File: src/hdl/bu2x_pkg.sv
// ----------------------------------------------------------------------------
// bu2x_pkg: shared types, constants and helpers of the 2x bilinear upscaler
// Configuration layout, the record that travels from the front part to the
// back part, and the channel extract/insert functions.
// ----------------------------------------------------------------------------
package bu2x_pkg;

    // Geometry limits
    localparam int MAX_WIDTH_DEF = 512;
    localparam int MAX_HEIGHT    = 4096;
    localparam int POS_W         = 13;   // holds any effective width or height
    localparam int COL_W         = 12;   // column index up to the largest MAX_WIDTH
    localparam int ROW_W         = 12;

    // Field widths
    localparam int WORD_W = 32;
    localparam int CH_W   = 5;
    localparam int PIX_W  = 15;
    localparam int QX_W   = 9;
    localparam int QY_W   = 12;

    // Queue between front and back
    localparam int QDEPTH = 8;
    localparam int QPTR_W = $clog2(QDEPTH);
    localparam int QCNT_W = $clog2(QDEPTH + 1);

    // Configuration port
    localparam int CFG_IDX_W  = 3;
    localparam int CFG_DATA_W = 13;
    localparam logic [CFG_IDX_W-1:0] REG_RED_SHIFT    = 3'd0;
    localparam logic [CFG_IDX_W-1:0] REG_GREEN_SHIFT  = 3'd1;
    localparam logic [CFG_IDX_W-1:0] REG_BLUE_SHIFT   = 3'd2;
    localparam logic [CFG_IDX_W-1:0] REG_FRAME_WIDTH  = 3'd3;
    localparam logic [CFG_IDX_W-1:0] REG_FRAME_HEIGHT = 3'd4;
    localparam logic [CFG_IDX_W-1:0] REG_FILTER_MODE  = 3'd5;

    // Filter modes
    localparam logic [1:0] MODE_PLAIN     = 2'd0;
    localparam logic [1:0] MODE_PLUS      = 2'd1;
    localparam logic [1:0] MODE_ORIG_PLUS = 2'd2;

    // Reset values of the registers
    localparam logic [4:0]  RST_RED_SHIFT    = 5'd10;
    localparam logic [4:0]  RST_GREEN_SHIFT  = 5'd5;
    localparam logic [4:0]  RST_BLUE_SHIFT   = 5'd0;
    localparam logic [9:0]  RST_FRAME_WIDTH  = 10'd240;
    localparam logic [12:0] RST_FRAME_HEIGHT = 13'd160;

    // Quad kinds, in emission order (bit positions in item_t.kinds)
    localparam int QK_ABOVE      = 0;   // quad of the row above, left of here
    localparam int QK_ABOVE_EDGE = 1;   // quad of the row above, last column
    localparam int QK_ROW        = 2;   // last row, quad left of here
    localparam int QK_CORNER     = 3;   // last row, last column
    localparam int NKINDS        = 4;

    localparam logic [5:0] CH_MASK = 6'h1f;

    typedef struct packed {
        logic [4:0]  red_shift;
        logic [4:0]  green_shift;
        logic [4:0]  blue_shift;
        logic [9:0]  frame_width;
        logic [12:0] frame_height;
        logic [1:0]  filter_mode;
    } cfg_t;

    typedef struct packed {
        logic [COL_W-1:0]  col;
        logic [ROW_W-1:0]  row;
        logic [PIX_W-1:0]  above_left;
        logic [PIX_W-1:0]  above_right;
        logic [PIX_W-1:0]  prev;
        logic [PIX_W-1:0]  cur;
        logic [NKINDS-1:0] kinds;
    } item_t;

    // Take one 5-bit channel out of a pixel word
    function automatic logic [CH_W-1:0] get_ch(input logic [WORD_W-1:0] word,
                                               input logic [4:0] shift);
        logic [WORD_W-1:0] t;
        t = word >> shift;
        return t[CH_W-1:0] & CH_MASK[CH_W-1:0];
    endfunction

    // Place one 5-bit channel into a pixel word; bits above the top drop out
    function automatic logic [WORD_W-1:0] put_ch(input logic [CH_W-1:0] v,
                                                 input logic [4:0] shift);
        logic [WORD_W-1:0] t;
        t = WORD_W'(v) << shift;
        return t;
    endfunction

endpackage

File: src/hdl/bu2x_queue.sv
// ----------------------------------------------------------------------------
// bu2x_queue: record queue between front and back
// Small first-in first-out buffer of classified pixel records.
// ----------------------------------------------------------------------------
module bu2x_queue (
    input  logic                         clk,
    input  logic                         rst_n,
    input  logic                         push_valid,
    input  bu2x_pkg::item_t              push_item,
    input  logic                         pop,
    output logic                         head_valid,
    output bu2x_pkg::item_t              head_item,
    output logic [bu2x_pkg::QCNT_W-1:0]  count
);

    bu2x_pkg::item_t                 entry_reg [bu2x_pkg::QDEPTH];
    logic [bu2x_pkg::QPTR_W-1:0]     wr_ptr_reg, rd_ptr_reg;
    logic [bu2x_pkg::QCNT_W-1:0]     count_reg, count_next;

    assign head_valid = (count_reg != '0);
    assign head_item  = entry_reg[rd_ptr_reg];
    assign count      = count_reg;

    always_comb
    begin
        count_next = count_reg;
        if (push_valid && !pop)
            count_next = count_reg + bu2x_pkg::QCNT_W'(1);
        else if (!push_valid && pop)
            count_next = count_reg - bu2x_pkg::QCNT_W'(1);
    end

    // Store the pushed record
    always_ff @(posedge clk)
    begin
        if (push_valid)
            entry_reg[wr_ptr_reg] <= push_item;
    end

    // Advance pointers
    always_ff @(posedge clk or negedge rst_n)
    begin
        if (!rst_n)
        begin
            wr_ptr_reg <= '0;
            rd_ptr_reg <= '0;
            count_reg  <= '0;
        end
        else
        begin
            if (push_valid)
                wr_ptr_reg <= wr_ptr_reg + bu2x_pkg::QPTR_W'(1);
            if (pop)
                rd_ptr_reg <= rd_ptr_reg + bu2x_pkg::QPTR_W'(1);
            count_reg <= count_next;
        end
    end

    a_no_overflow: assert property (@(posedge clk) disable iff (!rst_n)
        push_valid |-> (count_reg != bu2x_pkg::QCNT_W'(bu2x_pkg::QDEPTH)))
        else $error("queue overflow");

    a_no_underflow: assert property (@(posedge clk) disable iff (!rst_n)
        pop |-> head_valid)
        else $error("queue underflow");

endmodule

File: config.mk
export PLATFORM = sky130hd
export DESIGN_NAME = bu2x_queue
export DESIGN_NICKNAME = d
export VERILOG_FILES = /design/src/hdl/bu2x_pkg.sv /design/src/hdl/bu2x_queue.sv
export SDC_FILE = /design/constraint.sdc
export NUM_CORES = 1
export LEC_CHECK = 0
export CORE_MARGIN = 1.5
export CORE_UTILIZATION = 60
export DETAILED_ROUTE_END_ITERATION = 16
export DONT_BUFFER_PORTS = 1
export GPL_ROUTABILITY_DRIVEN = 0
export PLACE_DENSITY = 0.76
export SYNTH_ARGS = -nofsm -noshare
export SYNTH_HDL_FRONTEND = slang
export SYNTH_SLANG_ARGS = --single-unit
export TNS_END_PERCENT = 5
File: constraint.sdc
create_clock -name clk -period 7.76 [get_ports clk]
set_input_delay 1.164 -clock clk [delete_from_list [all_inputs] [get_ports clk]]
set_output_delay 1.164 -clock clk [all_outputs]
set_load 0.02 [all_outputs]
Yosys cells after proc, flatten, opt, wreduce, memory -nomap -nowiden --
Memories as Yosys holds them, arrays and structs flattened. Index checks and enable logic that the tools add are counted.
Word-level totals: bits in latches 0, bits in writable memories 704, output and inout bits 93, bits in registers 10, ROM bits 0, memories 1, input bits 92
Cells by class: divide/modulo/power cells 0, multipliers 0, shift-type cells 0, bitwise operators 0, multiplexer cells 4, reduce and logical (&&, ||, !) cells 6, add/subtract/negate cells 4, equal/unequal tests 0, order comparisons 0
Memories:
- entry_reg | depth 8, bits a word 88, read ports 1, clocked after memory_dff 0, wr ports 1, line bu2x_queue.sv:16 | bu2x_pkg::item_t entry_reg [bu2x_pkg::QDEPTH];
Operators by type and width (number):
- 4-bit two-way mux | 2
- 3-bit by 1-bit adder with 3-bit output (second input constant) | 2
- 4-bit by 1-bit adder with 4-bit output (second input constant) | 1
- 4-bit nonzero test | 1
- 4-bit by 1-bit subtractor with 4-bit output (second input constant) | 1
- 1-bit logical AND | 2
- 1-bit zero test | 2
- 1-bit two-way mux | 2
- 2-bit nonzero test | 1

Longest topological paths before layout --
depth after elaboration 4, mapped depth 7, gate-level depth less buffers 7

Worst setup path after synthesis --
No wires, ideal clock.
kind input to register, start point input port push_valid, end point memory entry_reg[0][0] (netlist name) (enable), setup time 0.642 ns, buffers on the path 0, path slack -0.100 ns, arrival time 7.218 ns, cell stages on the path 2, required time 7.118 ns, cell sequence nand2b_1 nor3_1
Between the ends: word-level cells in the longest chain between the ends 2
RTL lines:
- start: declaration | line bu2x_queue.sv:8 | input logic push_valid,
- 1-bit two-way mux | line bu2x_queue.sv:36 | if (push_valid)
- 1-bit two-way mux (implied by the code) | line bu2x_queue.sv:37 | entry_reg[wr_ptr_reg] <= push_item;
- end: declaration | line bu2x_queue.sv:16
Every way passes these cells.

==> summary.txt <==
Status
  – Status: complete, no violations

Global routing
  – Largest net degree at the start of global routing: 165
  – First-pass GRT wire length: 75600 um
  – Tot GR Track Use: 0.223
  – Initial antenna violation count: 0
  – Number of global-route vias before repair: 12251
  – Remaining global-route overflow: 0

Detailed routing
  – Post-route DRC: 0
  – Drt total wl: 49600 um
  – Antenna viol nets, final: 0
  – Wirelength per Cell: 28.1 um
  – DRT iter0 DRCs: 971
  – Drt pass-1 iters: 5
  – Vias: 11204
  – Vias per std cell: 6.35

Setup path
  – Worst Setup Path Type: register to output port
  – CP arrival: 3060 ps
  – Crit Path Max Fanout: 118
  – CP Data Required Time: 6600 ps
  – Startpoint type of the worst setup path: register
  – Crit. End Element: output port

Power
  – Internal Power: 8.13 mW
  – P_leak: 9.31 nW
  – Power Dens Cells: 389 nW/um^2
  – Switch Pwr: 3.52 mW
  – Switching Fraction: 0.302
  – Clock share of power: 0.279
  – Flop pwr share: 0.437
  – Total power: 11.6 mW
  – Comb power frac: 0.285
  – Peak supply drop: 336 uV

Die
  – Initial Util: 0.610
  – Row cnt: 77
  – Chip Height: 215 um
  – I/O pins: 185
  – Core Area: 44300 um^2
  – Die area: 46300 um^2
  – Die width: 215 um

Timing
  – Max_slew headroom: 0.291
  – Final min period: 4230 ps
  – Fin crit share: 0.545
  – WHS: 267 ps
  – Setup TNS: 0 ps
  – Slew Viols, Final: 0
  – Setup Viol. Count Final: 0
  – RSZ-0062 raised after global routing: false
  – Final Hold Fails: 0
  – Worst setup margin: 3530 ps
  – Fin Clk Skew: 21.0 ps
  – FMAX: 0.237 GHz
  – Tightest Pin Transition: 1060 ps

Synth
  – Synth Cell Area: 27000 um^2
  – Top-count cell post-synth: edfxtp_1
  – Dominant cell type by area after synthesis: edfxtp_1
  – Synth area leaders: edfxtp_1, mux4_2, mux2_2
  – Most frequent cells after synthesis: edfxtp_1, mux4_2, mux2_2
  – Cells after Synth: 1077
  – Most used flip-flop cell after synthesis: edfxtp_1
  – Mapped Nets: 1175
  – Syn Area/Cell: 25.1 um^2
  – Post-synth top area share: 0.783
  – Seq/Total Area, Yosys: 0.792
  – Async SR Flop Fraction: 0.0140
  – Yosys reg bits: 714
  – EDFF count, synth: 704
  – Syn. warnings: 0
  – Cell variety after synth: 26

CTS
  – Root Driver: clkbuf_16
  – Htree depth: 3
  – Clk_lat worst skew: 580 ps
  – Buffer depth of the longest clock path: 3
  – Cts hold-fix bufs: 0
  – # Post-CTS Setup Buffers: 0
  – CTS buffer count: 72
  – Clock transition at path regs: 60 ps
  – CTS resizes: 0
  – CTS tree: built
  – Clock sinks: 714

Layout
  – Max reg flops: 704
  – Nets: 1216
  – Ant diodes: 0
  – Area Growth Syn to Fin: 10.7%
  – Final non-filler cell area: 29900 um^2
  – Share of cells above drive strength 1: 0.336

Placement
  – DP Worst Slack: 4040 ps
  – PortBufs: 0
  – Post-DP Area: 27700 um^2
  – Dpl hpwl: 24700 um

Hold path
  – Hold Crit Class: input pin to async pin

Flow run
  – MaxCap Viol Count: 0
==> through the flow <==
step / instances / util
floorplan: 1077 / -
global placement: 1636 / 0.625
detailed placement: 1636 / 0.625
CTS: 1765 / 0.675
global route: 1765 / 0.675
finish: 1765 / 0.675
==> worst max-delay path, cell delays in order (launching register included) <==
cell	delay (ps)
dfrtp_4	630
buf_12	670
mux4_2	610
mux2_2	360
==> placed cells by master, fill, tap and decap left out, drive strengths merged <==
| cell type | netlist | final |
|---|---|---|
| edfxtp | 704 | 704 |
| mux4 | 176 | 176 |
| mux2 | 91 | 91 |
| clkbuf | 15 | 86 |
| clkinv | 0 | 35 |
| buf | 36 | 18 |
| dfrtp | 10 | 10 |
| nand2 | 6 | 6 |
| nor2 | 6 | 6 |
| ha | 5 | 5 |
| xnor2 | 4 | 4 |
| inv | 2 | 4 |
| nand2b | 3 | 3 |
| clkinvlp | 0 | 3 |
| bufinv | 0 | 3 |
| nor3 | 3 | 3 |
| or4 | 2 | 2 |
| xor2 | 2 | 2 |
| a21oi | 2 | 2 |
| o211ai | 2 | 2 |
| nand3 | 2 | 2 |
| o21ai | 1 | 1 |
| nand3b | 1 | 1 |
| or3 | 1 | 1 |
| mux2i | 1 | 1 |
| a2111o | 1 | 1 |
| fa | 1 | 1 |
==> layout make-up <==
| type | instances | area [um^2] |
|---|---|---|
| fill | 2686 | 14400 |
| timing repair buffer | 18 | 173 |
| clock inverter | 43 | 294 |
| sequential | 714 | 21400 |
| clock buffer | 86 | 1940 |
| tap | 592 | 741 |
| multi-input combinational | 310 | 5350 |
| inverter | 2 | 7.51 |
==> power groups by stage <==
stage	logic, mW	registers, mW	clock network (mW)
4_1_cts	3.40	5.09	3.31
3_3_place_gp	3.34	5.12	0
5_1_grt	3.54	5.13	3.45
6_report	3.32	5.08	3.25
3_5_place_dp	3.36	5.16	0
2_1_floorplan	2.80	5.09	0
==> kinds of logic after synthesis <==
| kind of cell | Yosys count | synth area share |
|---|---|---|
| buf+inv | 53 | 0.0123 |
| flops | 714 | 0.792 |
| mux | 268 | 0.185 |
| compound gates | 6 | 0.00153 |
| simple gates | 24 | 0.00435 |
| xor+xnor | 6 | 0.00195 |
| fa+ha+maj | 6 | 0.00306 |
==> layer usage <==
metal,track usage,vias to the layer above,part of all wire
li1,-,4706,-
met1,0.297,6020,0.40
met2,0.362,406,0.50
met3,0.0718,72,0.080
met4,0.0592,0,0.019
met5,0,-,0
==> final timing paths <==
path	start	endpoint	slack (ps)	cells past startpoint
hold reg to reg	wr_ptr_reg[1]	wr_ptr_reg[1]	590	1
max in group asynchronous	rst_n	rd_ptr_reg[0]	7410	0
min in group clk	wr_ptr_reg[1]	wr_ptr_reg[1]	590	1
hold / removal	rst_n	count[3]	270	0
setup / recovery	rd_ptr_reg[0]	head_item[33]	3530	3
setup reg to reg	wr_ptr_reg[1]	entry_reg[4][84]	4780	3
Note: power is estimated with default switching activity, not from simulation.
